===== config.mk =====
export PLATFORM = sky130hd
export DESIGN_NAME = rtc_counter_with_periodic_timer
export DESIGN_NICKNAME = d
export VERILOG_FILES = /design/src/sv/rtcpt_pkg.sv /design/src/sv/rtcpt_core.sv /design/src/sv/rtc_counter_with_periodic_timer.sv
export SDC_FILE = /design/constraint.sdc
export NUM_CORES = 1
export LEC_CHECK = 0
export BUFFER_PORTS_ARGS = -buffer_cell sky130_fd_sc_hd__buf_2
export CORE_ASPECT_RATIO = 0.6
export CORE_UTILIZATION = 50
export DETAILED_ROUTE_END_ITERATION = 10
export GPL_TIMING_DRIVEN = 0
export PLACE_DENSITY = 0.69
export SKIP_CTS_REPAIR_TIMING = 1
export SYNTH_ARGS = -nofsm -noshare
export SYNTH_HDL_FRONTEND = slang
export SYNTH_SLANG_ARGS = --single-unit

===== constraint.sdc =====
create_clock -name clk_i -period 4.05 [get_ports clk_i]
set_input_delay 0.81 -clock clk_i [delete_from_list [all_inputs] [get_ports clk_i]]
set_output_delay 0.81 -clock clk_i [all_outputs]
set_load 0.02 [all_outputs]

===== src/sv/rtcpt_pkg.sv =====
`timescale 1ns / 1ps
// Shared types and constants of the real-time counter with periodic timer.
// Used by rtcpt_core and rtc_counter_with_periodic_timer; depends on nothing.

package rtcpt_pkg;

  // Request codes
  localparam logic [1:0] CmdRead  = 2'd0;
  localparam logic [1:0] CmdWrite = 2'd1;
  localparam logic [1:0] CmdTick  = 2'd2;
  localparam logic [1:0] CmdSleep = 2'd3;

  // Sleep levels that matter to the counter
  localparam logic [1:0] SleepStandby   = 2'd2;
  localparam logic [1:0] SleepPowerDown = 2'd3;

  // Register offsets
  localparam logic [4:0] OfsCtrlA       = 5'h00;
  localparam logic [4:0] OfsStatus      = 5'h01;
  localparam logic [4:0] OfsIntCtrl     = 5'h02;
  localparam logic [4:0] OfsIntFlags    = 5'h03;
  localparam logic [4:0] OfsTemp        = 5'h04;
  localparam logic [4:0] OfsClkSel      = 5'h07;
  localparam logic [4:0] OfsCntL        = 5'h08;
  localparam logic [4:0] OfsCntH        = 5'h09;
  localparam logic [4:0] OfsPerL        = 5'h0A;
  localparam logic [4:0] OfsPerH        = 5'h0B;
  localparam logic [4:0] OfsCmpL        = 5'h0C;
  localparam logic [4:0] OfsCmpH        = 5'h0D;
  localparam logic [4:0] OfsPitCtrlA    = 5'h10;
  localparam logic [4:0] OfsPitStatus   = 5'h11;
  localparam logic [4:0] OfsPitIntCtrl  = 5'h12;
  localparam logic [4:0] OfsPitIntFlags = 5'h13;

  // Writable bit masks
  localparam logic [7:0] CtrlAMask    = 8'hF9;
  localparam logic [7:0] PitCtrlAMask = 8'h79;

  // Counter range: the count wraps to zero on reaching it
  localparam int unsigned CounterRange = 65536;
  localparam logic [15:0] PeriodReset  = 16'hFFFF;

  typedef struct packed {
    logic [1:0] command;
    logic [4:0] reg_offset;
    logic [7:0] write_data;
    logic [1:0] sleep_level;
  } in_req_t;

  typedef struct packed {
    logic [7:0] read_data;
    logic       rtc_irq;
    logic       pit_irq;
  } out_req_t;

endpackage


===== src/sv/rtcpt_core.sv =====
`timescale 1ns / 1ps
// Register file, prescaler, counter and periodic timer; one request per step.
// Depends on rtcpt_pkg.

module rtcpt_core (
  input  logic               clk_i,
  input  logic               rst_ni,
  input  logic               step_i,
  input  rtcpt_pkg::in_req_t  req_i,
  output rtcpt_pkg::out_req_t rsp_o
);

  logic [7:0]  ctrl_a_q, ctrl_a_d;
  logic [1:0]  clksel_q, clksel_d;
  logic [1:0]  inten_q, inten_d;
  logic [1:0]  flags_q, flags_d;
  logic [7:0]  temp_q, temp_d;
  logic [15:0] cnt_q, cnt_d;
  logic [15:0] per_q, per_d;
  logic [15:0] cmp_q, cmp_d;
  logic [7:0]  pitctrl_q, pitctrl_d;
  logic        pitinten_q, pitinten_d;
  logic        pitflag_q, pitflag_d;
  logic [15:0] pitcnt_q, pitcnt_d;
  logic [14:0] presc_q, presc_d;
  logic [1:0]  sleep_q, sleep_d;

  logic [7:0]  rd_data;
  logic [15:0] joined;
  logic [15:0] presc_span;
  logic [14:0] presc_last;
  logic [16:0] pit_span;
  logic [15:0] pit_last;
  logic [16:0] cnt_inc;
  logic [15:0] cnt_next;
  logic        paused;
  logic        pit_run;
  logic        ptick;

  assign joined     = {req_i.write_data, temp_q};
  assign presc_span = 16'd1 << ctrl_a_q[6:3];
  assign presc_last = presc_span[14:0] - 15'd1;
  assign pit_span   = 17'd1 << ({1'b0, pitctrl_q[6:3]} + 5'd1);
  assign pit_last   = pit_span[15:0] - 16'd1;
  assign cnt_inc    = {1'b0, cnt_q} + 17'd1;
  assign cnt_next   = (cnt_inc >= 17'(rtcpt_pkg::CounterRange)) ? 16'd0 : cnt_inc[15:0];
  assign paused     = (sleep_q == rtcpt_pkg::SleepPowerDown) ||
                      ((sleep_q == rtcpt_pkg::SleepStandby) && !ctrl_a_q[7]);
  assign pit_run    = pitctrl_q[0] && (pitctrl_q[6:3] != 4'd0);

  always_comb begin
    ctrl_a_d   = ctrl_a_q;
    clksel_d   = clksel_q;
    inten_d    = inten_q;
    flags_d    = flags_q;
    temp_d     = temp_q;
    cnt_d      = cnt_q;
    per_d      = per_q;
    cmp_d      = cmp_q;
    pitctrl_d  = pitctrl_q;
    pitinten_d = pitinten_q;
    pitflag_d  = pitflag_q;
    pitcnt_d   = pitcnt_q;
    presc_d    = presc_q;
    sleep_d    = sleep_q;
    rd_data    = 8'd0;
    ptick      = 1'b0;

    case (req_i.command)
      rtcpt_pkg::CmdRead: begin
        case (req_i.reg_offset)
          rtcpt_pkg::OfsCtrlA:       rd_data = ctrl_a_q;
          rtcpt_pkg::OfsIntCtrl:     rd_data = {6'd0, inten_q};
          rtcpt_pkg::OfsIntFlags:    rd_data = {6'd0, flags_q};
          rtcpt_pkg::OfsTemp:        rd_data = temp_q;
          rtcpt_pkg::OfsClkSel:      rd_data = {6'd0, clksel_q};
          rtcpt_pkg::OfsCntL: begin
            rd_data = cnt_q[7:0];
            temp_d  = cnt_q[15:8];
          end
          rtcpt_pkg::OfsPerL: begin
            rd_data = per_q[7:0];
            temp_d  = per_q[15:8];
          end
          rtcpt_pkg::OfsCmpL: begin
            rd_data = cmp_q[7:0];
            temp_d  = cmp_q[15:8];
          end
          rtcpt_pkg::OfsCntH, rtcpt_pkg::OfsPerH, rtcpt_pkg::OfsCmpH: rd_data = temp_q;
          rtcpt_pkg::OfsPitCtrlA:    rd_data = pitctrl_q;
          rtcpt_pkg::OfsPitIntCtrl:  rd_data = {7'd0, pitinten_q};
          rtcpt_pkg::OfsPitIntFlags: rd_data = {7'd0, pitflag_q};
          default:                   rd_data = 8'd0;
        endcase
      end
      rtcpt_pkg::CmdWrite: begin
        case (req_i.reg_offset)
          rtcpt_pkg::OfsCtrlA:    ctrl_a_d = req_i.write_data & rtcpt_pkg::CtrlAMask;
          rtcpt_pkg::OfsIntCtrl:  inten_d  = req_i.write_data[1:0];
          rtcpt_pkg::OfsIntFlags: flags_d  = flags_q & ~req_i.write_data[1:0];
          rtcpt_pkg::OfsTemp, rtcpt_pkg::OfsCntL, rtcpt_pkg::OfsPerL, rtcpt_pkg::OfsCmpL:
            temp_d = req_i.write_data;
          rtcpt_pkg::OfsClkSel:   clksel_d = req_i.write_data[1:0];
          rtcpt_pkg::OfsCntH:     cnt_d    = joined;
          rtcpt_pkg::OfsPerH:     per_d    = joined;
          rtcpt_pkg::OfsCmpH:     cmp_d    = joined;
          rtcpt_pkg::OfsPitCtrlA: pitctrl_d = req_i.write_data & rtcpt_pkg::PitCtrlAMask;
          rtcpt_pkg::OfsPitIntCtrl: pitinten_d = req_i.write_data[0];
          rtcpt_pkg::OfsPitIntFlags: begin
            if (req_i.write_data[0]) begin
              pitflag_d = 1'b0;
            end
          end
          default: ;
        endcase
      end
      rtcpt_pkg::CmdTick: begin
        // Hold the prescaler at zero while both timers are off
        if (!ctrl_a_q[0] && !pitctrl_q[0]) begin
          presc_d = 15'd0;
        end else if (presc_q >= presc_last) begin
          presc_d = 15'd0;
          ptick   = 1'b1;
        end else begin
          presc_d = presc_q + 15'd1;
        end

        if (ptick && ctrl_a_q[0] && !paused) begin
          cnt_d = cnt_next;
          if (cnt_next == cmp_q) begin
            flags_d[1] = 1'b1;
          end
          if (cnt_next == per_q) begin
            cnt_d      = 16'd0;
            flags_d[0] = 1'b1;
          end
        end

        if (ptick && pit_run) begin
          if (pitcnt_q >= pit_last) begin
            pitcnt_d  = 16'd0;
            pitflag_d = 1'b1;
          end else begin
            pitcnt_d = pitcnt_q + 16'd1;
          end
        end
      end
      rtcpt_pkg::CmdSleep: sleep_d = req_i.sleep_level;
      default: ;
    endcase
  end

  assign rsp_o.read_data = rd_data;
  assign rsp_o.rtc_irq   = |(flags_d & inten_d);
  assign rsp_o.pit_irq   = pitflag_d & pitinten_d;

  always_ff @(posedge clk_i or negedge rst_ni) begin
    if (!rst_ni) begin
      ctrl_a_q   <= 8'd0;
      clksel_q   <= 2'd0;
      inten_q    <= 2'd0;
      flags_q    <= 2'd0;
      temp_q     <= 8'd0;
      cnt_q      <= 16'd0;
      per_q      <= rtcpt_pkg::PeriodReset;
      cmp_q      <= 16'd0;
      pitctrl_q  <= 8'd0;
      pitinten_q <= 1'b0;
      pitflag_q  <= 1'b0;
      pitcnt_q   <= 16'd0;
      presc_q    <= 15'd0;
      sleep_q    <= 2'd0;
    end else if (step_i) begin
      ctrl_a_q   <= ctrl_a_d;
      clksel_q   <= clksel_d;
      inten_q    <= inten_d;
      flags_q    <= flags_d;
      temp_q     <= temp_d;
      cnt_q      <= cnt_d;
      per_q      <= per_d;
      cmp_q      <= cmp_d;
      pitctrl_q  <= pitctrl_d;
      pitinten_q <= pitinten_d;
      pitflag_q  <= pitflag_d;
      pitcnt_q   <= pitcnt_d;
      presc_q    <= presc_d;
      sleep_q    <= sleep_d;
    end
  end

endmodule


===== src/sv/rtc_counter_with_periodic_timer.sv =====
`timescale 1ns / 1ps
// Top level of the real-time counter with periodic timer: request and result registers.
// Depends on rtcpt_pkg and rtcpt_core.
//
//   channel | valid       | stall       | payload
//   --------+-------------+-------------+--------------------------------------------
//   in      | in_valid_i  | in_stall_o  | in_req_i  (command, offset, data, sleep)
//   out     | out_valid_o | out_stall_i | out_req_o (read_data, rtc_irq, pit_irq)
//
// One request per clock cycle sustained while the output does not stall; each result
// passes through the request register, then the result register.
// A request updates the counter state at the edge where it moves into the result
// register, so state changes follow request order exactly.
// Reset clears all counter and timer state (PER to all ones) and empties both stages.
// A stall on the output holds the result; an empty request register still takes one more
// request, and in_stall_o rises once the request register holds one.

module rtc_counter_with_periodic_timer (
  input  logic                clk_i,
  input  logic                rst_ni,
  input  logic                in_valid_i,
  output logic                in_stall_o,
  input  rtcpt_pkg::in_req_t  in_req_i,
  output logic                out_valid_o,
  input  logic                out_stall_i,
  output rtcpt_pkg::out_req_t out_req_o
);

  logic                in_valid_q, in_valid_d;
  rtcpt_pkg::in_req_t  in_req_q;
  logic                out_valid_q, out_valid_d;
  rtcpt_pkg::out_req_t out_req_q;
  rtcpt_pkg::out_req_t core_rsp;
  logic                advance;
  logic                fire;
  logic                take_in;

  // The result register can load when empty or when its result is taken now
  assign advance    = !out_valid_q || !out_stall_i;
  assign fire       = in_valid_q && advance;
  assign in_stall_o = in_valid_q && !advance;
  assign take_in    = in_valid_i && !in_stall_o;

  always_comb begin
    in_valid_d = in_valid_q;
    if (take_in) begin
      in_valid_d = 1'b1;
    end else if (fire) begin
      in_valid_d = 1'b0;
    end
    out_valid_d = out_valid_q;
    if (advance) begin
      out_valid_d = in_valid_q;
    end
  end

  rtcpt_core u_core (
    .clk_i  (clk_i),
    .rst_ni (rst_ni),
    .step_i (fire),
    .req_i  (in_req_q),
    .rsp_o  (core_rsp)
  );

  // Control: valid flags
  always_ff @(posedge clk_i or negedge rst_ni) begin
    if (!rst_ni) begin
      in_valid_q  <= 1'b0;
      out_valid_q <= 1'b0;
    end else begin
      in_valid_q  <= in_valid_d;
      out_valid_q <= out_valid_d;
    end
  end

  // Payload: capture the request, hold the result while stalled
  always_ff @(posedge clk_i) begin
    if (take_in) begin
      in_req_q <= in_req_i;
    end
    if (fire) begin
      out_req_q <= core_rsp;
    end
  end

  assign out_valid_o = out_valid_q;
  assign out_req_o   = out_req_q;

endmodule

==> flow_summary.json, run 1 <==
{
  "area_growth_syn_to_layout_pct": 14.33,
  "start_kind": "flip-flop",
  "relSlewSlack": 0.3844,
  "status": "finished, final reports clean",
  "cts.sinks": 137,
  "reg2regPathDepth": 17,
  "grt_max_degree": 72,
  "maxCapViolations": 0,
  "ios": 33,
  "skew_ns": 0.01105,
  "antennaDiodeCount": 0,
  "antenna_found_initial": 2,
  "clock-root-buffer": "clkbuf_16",
  "dp_slack_ns": -0.8909,
  "p_total_mw": 4.577,
  "fp-row-count": 37,
  "viasPerCell": 6.153,
  "routed_wl_um": 26810,
  "synthFlopType": "dfrtp_1",
  "die_x_um": 173.9,
  "ys_top_cells_by_area": "dfrtp_1 27%, edfxtp_1 9.1%, ha_1 5.6%",
  "cts_inserted_buffers": 17,
  "drv_slew": 0,
  "portBuffers": 32,
  "cts-htree-levels": 4,
  "cp_cell_sequence": "buf_4 -> nor3_4 -> nand2_1 -> ha_1 -> buf_4 -> nor3_2 -> a21oi_1 -> o32a_1 -> ha_4 -> nand4_1 -> o31a_1 -> buf_4 -> nand2_2 -> nand2_1 -> nor3_1 -> clkbuf_1 -> nor2_1",
  "grt_pass1_wl_um": 41230,
  "synthArstFlopShare": 0.8029,
  "avgSynthCellArea_um2": 9.130,
  "worstHoldPathType": "input port to asynchronous set/reset pin",
  "fin_nets": 1088,
  "post-route-period-util": 0.9613,
  "synth_common_cells": "122 x nand2_1, 94 x dfrtp_1, 82 x nor2_1, 65 x o21ai_0, 61 x a21oi_1",
  "netlist-cell-type-count": 81,
  "yosysWarnings": 0,
  "critical_path_class": "flip-flop to flip-flop",
  "grt_overflow": 0,
  "dp_hpwl_um": 19960,
  "start_util": 0.5147,
  "route.detailed.drc": 0,
  "tightest_slew_ns": 0.9164,
  "core_um2": 17220,
  "yosysMostFrequentCell": "nand2_1",
  "hold_viol_final": 0,
  "cts_buffer_depth": 2,
  "wl_per_cell_um": 21.04,
  "cts_tree": "built",
  "drive_gt1_frac": 0.1702,
  "worst_setup_path_end_kind": "flip-flop",
  "slowest_stage": "clkbuf_1",
  "crit_path_frequent_cell": "buf_4",
  "cp.required_ns": 4.35,
  "seqCellArea_um2": 3585,
  "finalCriticalPeriod_ns": 3.893,
  "netlist_area_um2": 8865,
  "crit_fanout": 10,
  "die_area_um2": 18280,
  "final_cell_area_um2": 10130,
  "die_y_um": 105.1,
  "yosysTopAreaCell": "dfrtp_1",
  "p_leak_nw": 4.190,
  "ys_seq_elements": 137,
  "clock_latency_ns": 0.44,
  "placed_area_um2": 9355,
  "first_pass_iters": 6,
  "slowest_delay_ns": 0.41,
  "drt-initial-drc-count": 985,
  "multi_input_area_um2": 5032,
  "ant_nets": 0,
  "track_usage": 0.3013,
  "netlist.area_leader.share": 0.2653,
  "synth_edf_count": 27,
  "synth-seq-area-share": 0.4042,
  "worstPathArrival_ns": 4.19,
  "place_congestion": 0.9685,
  "ir_worst_vdd_mv": 0.2865,
  "route.vias.total": 7839,
  "postSynthCellCount": 971,
  "clock.fmax_mhz": 256.9,
  "finish.utilization": 0.5885,
  "path_clk_slew_ns": 0.06,
  "grt_pass1_vias": 7038,
  "p_per_area_nw_per_um2": 451.6,
  "setup_viol": 0,
  "fin_ws_ns": 0.1568,
  "n_fill_cell": 1552
}
stage by stage:
stage | hold WS, ns | cells | setup TNS [ns]
6_report | 0.2836 | 1274 | 0
5_1_grt | 0.3056 | 1274 | -0.8962
4_1_cts | 0.2870 | 1271 | -23.65
3_5_place_dp | 0.4709 | 1239 | -20.44
3_3_place_gp | 0.4690 | 1238 | -17.93
2_1_floorplan | 0.4553 | 972 | 0
flip-flops by register name (all words and copies together), names as in the netlist:
name	flops
u_core.pitcnt_q	16
u_core.cnt_q	16
u_core.presc_q	15
u_core.sleep_q	2
u_core.pitinten_q	1
in_valid_q	1
out_valid_o	1
out_req_o	10
in_req_q	17
u_core.flags_q	2
u_core.ctrl_a_q	6
u_core.inten_q	2
u_core.pitflag_q	1
u_core.pitctrl_q	5
u_core.per_q	16
u_core.clksel_q	2
u_core.cmp_q	16
u_core.temp_q	8
routing by layer:
layer / track usage / up-vias / wire length [µm]
li1: - / 3643 / -
met1: 0.4627 / 3788 / 12980
met2: 0.3634 / 372 / 9848
met3: 0.1463 / 34 / 3682
met4: 0.06704 / 2 / 290
met5: 0 / - / 9
final cells by class:
type | instances | area share
tap | 234 | 0.02889
clock buffer | 22 | 0.04580
multi-input combinational | 750 | 0.4965
inverter | 28 | 0.01037
sequential | 137 | 0.3537
buffer | 53 | 0.02617
clock inverter | 10 | 0.01420
timing repair buffer | 40 | 0.02432
critical path, delay by kind of cell, from the launching register on:
family | cells | cell delay [ns]
fa+ha+maj | 2 | 0.53
buf+inv | 4 | 0.95
flops | 1 | 0.40
simple gates | 8 | 1.24
compound gates | 3 | 0.63
power breakdown:
part | leakage (nW) | internal [mW] | total [mW] | switching [mW]
Combinational | 2.23 | 0.467 | 1.20 | 0.737
Clock | 0.287 | 1.00 | 1.63 | 0.623
Sequential | 1.67 | 1.56 | 1.75 | 0.190
Total | 4.19 | 3.03 | 4.58 | 1.55
cell usage in the layout, fill, tap and decap left out, types with 9 or more instances in the layout:
cell         n
xnor2_1     25
clkbuf_16   17
buf_2       41
nand2b_1     9
and3_1      18
o21ai_0     65
nand4_1     17
a31oi_1     12
dfrtp_1     93
a22o_1      11
nand3_1     28
nand2_1    120
ha_1        38
inv_1       27
nor2_1      81
a22oi_1      9
mux2_2      32
edfxtp_1    27
xor2_1      24
a21o_1      11
nor3_1      19
clkbuf_1    33
a211oi_1    11
dfstp_2     16
a21oi_1     59
or3_1        9
buf_4       13
mux2i_1     13
a221oi_1    10
cell families (layout without fill, tap and decap cells):
logic type,count (synthesis),in the layout,synth area share
and+or+nand+nor,364,364,0.2086
other,1,2,0.0004230
adders and majority gates,40,40,0.05646
buffers and inverters,85,153,0.04037
muxes,45,45,0.05533
DFF,137,137,0.4042
xor gates and xnor gates,51,51,0.05363
AOI/OAI and AO/OA,248,248,0.1809
path summary, 6_finish.rpt:
check                      slack (ns)          startpoint                  to
max in group asynchronous        3.01              rst_ni     u_core.per_q[8]
min in group clk_i               0.48         in_req_q[1]   u_core.sleep_q[1]
max reg2reg                      0.16  u_core.ctrl_a_q[5]  u_core.pitcnt_q[8]
min                              0.28              rst_ni  u_core.presc_q[12]
min reg2reg                      0.48         in_req_q[1]   u_core.sleep_q[1]
max                              0.16  u_core.ctrl_a_q[5]  u_core.pitcnt_q[8]
No activity file was read; power rests on OpenSTA's default activity.
==> inputs of run 2 (changes only) <==
--- a/config.mk
+++ b/config.mk
@@ -5,6 +5,7 @@
 export SDC_FILE = /design/constraint.sdc
 export NUM_CORES = 1
 export LEC_CHECK = 0
+export ABC_AREA = 1
 export BUFFER_PORTS_ARGS = -buffer_cell sky130_fd_sc_hd__buf_2
 export CORE_ASPECT_RATIO = 0.6
 export CORE_UTILIZATION = 50
==> flow_summary.json, run 2 <==
{
  "relSlewSlack": 0.4041,
  "cts_buffer_depth": 2,
  "cts_inserted_buffers": 17,
  "slowest_delay_ns": 0.46,
  "post-route-period-util": 0.9322,
  "clock-root-buffer": "clkbuf_16",
  "yosysMostFrequentCell": "nand2_1",
  "die_area_um2": 18220,
  "route.detailed.drc": 0,
  "path_buf_inv": 2,
  "antennaDiodeCount": 0,
  "track_usage": 0.3154,
  "ir_worst_vdd_mv": 0.3088,
  "status": "finished, final reports clean",
  "cp_cell_sequence": "nor2_2 -> nand3_1 -> ha_1 -> nand2_2 -> nor2_2 -> o21ai_0 -> xnor2_1 -> ha_1 -> nand2_1 -> nor2_1 -> nand3_1 -> nor2_1 -> nand2_1 -> nand2_2 -> inv_1 -> nor3_4 -> o21ai_2 -> clkbuf_2 -> a21oi_1 -> a22oi_2",
  "ys_top_cells_by_area": "dfrtp_1 27%, nand2_1 12%, edfxtp_1 9.2%",
  "ios": 33,
  "grt_max_degree": 80,
  "ys_seq_elements": 137,
  "start_kind": "flip-flop",
  "netlist_area_um2": 8836,
  "synthFlopType": "dfrtp_1",
  "grt_overflow": 0,
  "finalCriticalPeriod_ns": 3.776,
  "ant_nets": 0,
  "die_x_um": 173.6,
  "p_leak_nw": 4.548,
  "drive_gt1_frac": 0.1305,
  "maxCapViolations": 0,
  "place_congestion": 1.031,
  "fp-row-count": 37,
  "skew_ns": 0.008287,
  "wl_per_cell_um": 19.14,
  "path_clk_slew_ns": 0.06,
  "start_util": 0.5131,
  "synth_common_cells": "290 x nand2_1, 143 x inv_1, 102 x o21ai_0, 99 x nor2_1, 94 x dfrtp_1",
  "layout_common_cells": "289 x nand2_1, 143 x inv_1, 102 x o21ai_0",
  "critical_path_class": "flip-flop to flip-flop",
  "netlist.area_leader.share": 0.2662,
  "setup_viol": 0,
  "fin_tns_setup_ns": 0,
  "postSynthCellCount": 1146,
  "top_register": "in_req_q",
  "tightest_slew_ns": 0.8939,
  "portBuffers": 32,
  "avgSynthCellArea_um2": 7.710,
  "dp_hpwl_um": 20900,
  "routed_wl_um": 27650,
  "core_um2": 17220,
  "clock.fmax_mhz": 264.9,
  "worstHoldPathType": "input port to asynchronous set/reset pin",
  "worst_setup_path_end_kind": "flip-flop",
  "clock_latency_ns": 0.44,
  "p_per_area_nw_per_um2": 535.2,
  "synth_edf_count": 27,
  "final_common_cell": "nand2_1",
  "p_total_mw": 5.298,
  "drt-initial-drc-count": 1129,
  "first_pass_iters": 6,
  "rsz0062_at_grt": "no",
  "antenna_found_initial": 0,
  "cts-htree-levels": 4,
  "drv_slew": 0,
  "yosysWarnings": 0,
  "netlist-cell-type-count": 50,
  "route.vias.total": 8447,
  "cts.sinks": 137,
  "hold_viol_final": 0,
  "cp.required_ns": 4.36,
  "grt_pass1_vias": 7595,
  "final_cell_area_um2": 9898,
  "fin_ws_ns": 0.2745,
  "crit_family": "simple AND/OR/NAND/NOR gates",
  "synthArstFlopShare": 0.8029,
  "synth-seq-area-share": 0.4056,
  "largest_reg_flops": 17,
  "yosysTopAreaCell": "dfrtp_1",
  "crit_fanout": 10,
  "worstPathArrival_ns": 4.08,
  "die_y_um": 105.0,
  "cts_tree": "built",
  "slowest_stage": "dfrtp_2",
  "viasPerCell": 5.846,
  "placed_area_um2": 9326,
  "dp_slack_ns": -0.1998,
  "grt_pass1_wl_um": 43060,
  "fin_nets": 1259,
  "area_growth_syn_to_layout_pct": 12.02
}
==> run 2: changes by cell type in the layout (fill, tap and decap cells not counted), moves of 17 or more <==
| cell | previous run | this run |
|---|---|---|
| and3_1 | 18 | 0 |
| clkbuf_1 | 33 | 15 |
| inv_1 | 27 | 143 |
| mux2_2 | 32 | 2 |
| nand2_1 | 120 | 289 |
| nand3_1 | 28 | 60 |
| o21ai_0 | 65 | 102 |
| xnor2_1 | 25 | 8 |
==> run 2: power breakdown <==
part	leakage, nW	internal [mW]	switching (mW)
clock network	0.251	0.772	0.609
registers	1.59	1.66	0.311
logic	2.71	0.600	1.35
==> run 2: worst reg2reg max path, delay by kind of cell, from the launching register on <==
family	cells	cell delay, ns
AOI/OAI and AO/OA	4	0.64
xor gates and xnor gates	1	0.10
adders and majority gates	2	0.54
buffers and inverters	2	0.40
DFF	1	0.46
and+or+nand+nor	11	1.51
==> run 2: layout make-up <==
type | instances | area (µm²)
inverters | 149 | 559.3
flip-flops and latches | 137 | 3588
clock buffers | 19 | 432.9
well taps | 234 | 292.8
repair buffers | 34 | 201.4
plain buffers | 23 | 120.1
clock inverters | 13 | 81.33
fillers | 1632 | 7323
multi-input cells | 836 | 4622
==> run 2: per-layer routing <==
metal | vias up | wire [µm] | GRT usage
li1 | 3958 | - | -
met4 | 0 | 459 | 0.07206
met1 | 3953 | 13390 | 0.5002
met2 | 480 | 9765 | 0.3758
met5 | - | 0 | 0
met3 | 56 | 4041 | 0.1343
==> run 2: cells by family (layout without fill, tap and decap cells) <==
family | Yosys count | count (layout) | synth area share
compound gates | 218 | 218 | 0.1483
xor+xnor | 21 | 21 | 0.02082
fa+ha+maj | 40 | 40 | 0.05664
buf+inv | 174 | 238 | 0.07760
flops | 137 | 137 | 0.4056
mux | 2 | 2 | 0.002549
other cells | 1 | 2 | 0.0004244
simple gates | 553 | 553 | 0.2882
==> run 2: path summary, 6_finish.rpt <==
kind                                     from                 to  slack, ns  cells after the start
min in group clk_i                in_req_q[0]  u_core.sleep_q[0]       0.48                      1
hold reg to reg                   in_req_q[0]  u_core.sleep_q[0]       0.48                      1
setup / recovery           u_core.ctrl_a_q[6]    u_core.cnt_q[0]       0.27                     20
hold / removal                         rst_ni    u_core.cnt_q[6]       0.26                      1
max in group asynchronous              rst_ni    u_core.per_q[8]       3.06                      2
setup reg to reg           u_core.ctrl_a_q[6]    u_core.cnt_q[0]       0.27                     20
==> run 2: through the flow <==
| stage | utilization | hold slack [ns] | cells |
|---|---|---|---|
| floorplan | - | 0.4530 | 1147 |
| global placement | 0.5396 | 0.4685 | 1413 |
| detailed placement | 0.5416 | 0.4710 | 1414 |
| CTS | 0.5714 | 0.2631 | 1446 |
| global route | 0.5748 | 0.2794 | 1445 |
| finish | 0.5748 | 0.2608 | 1445 |
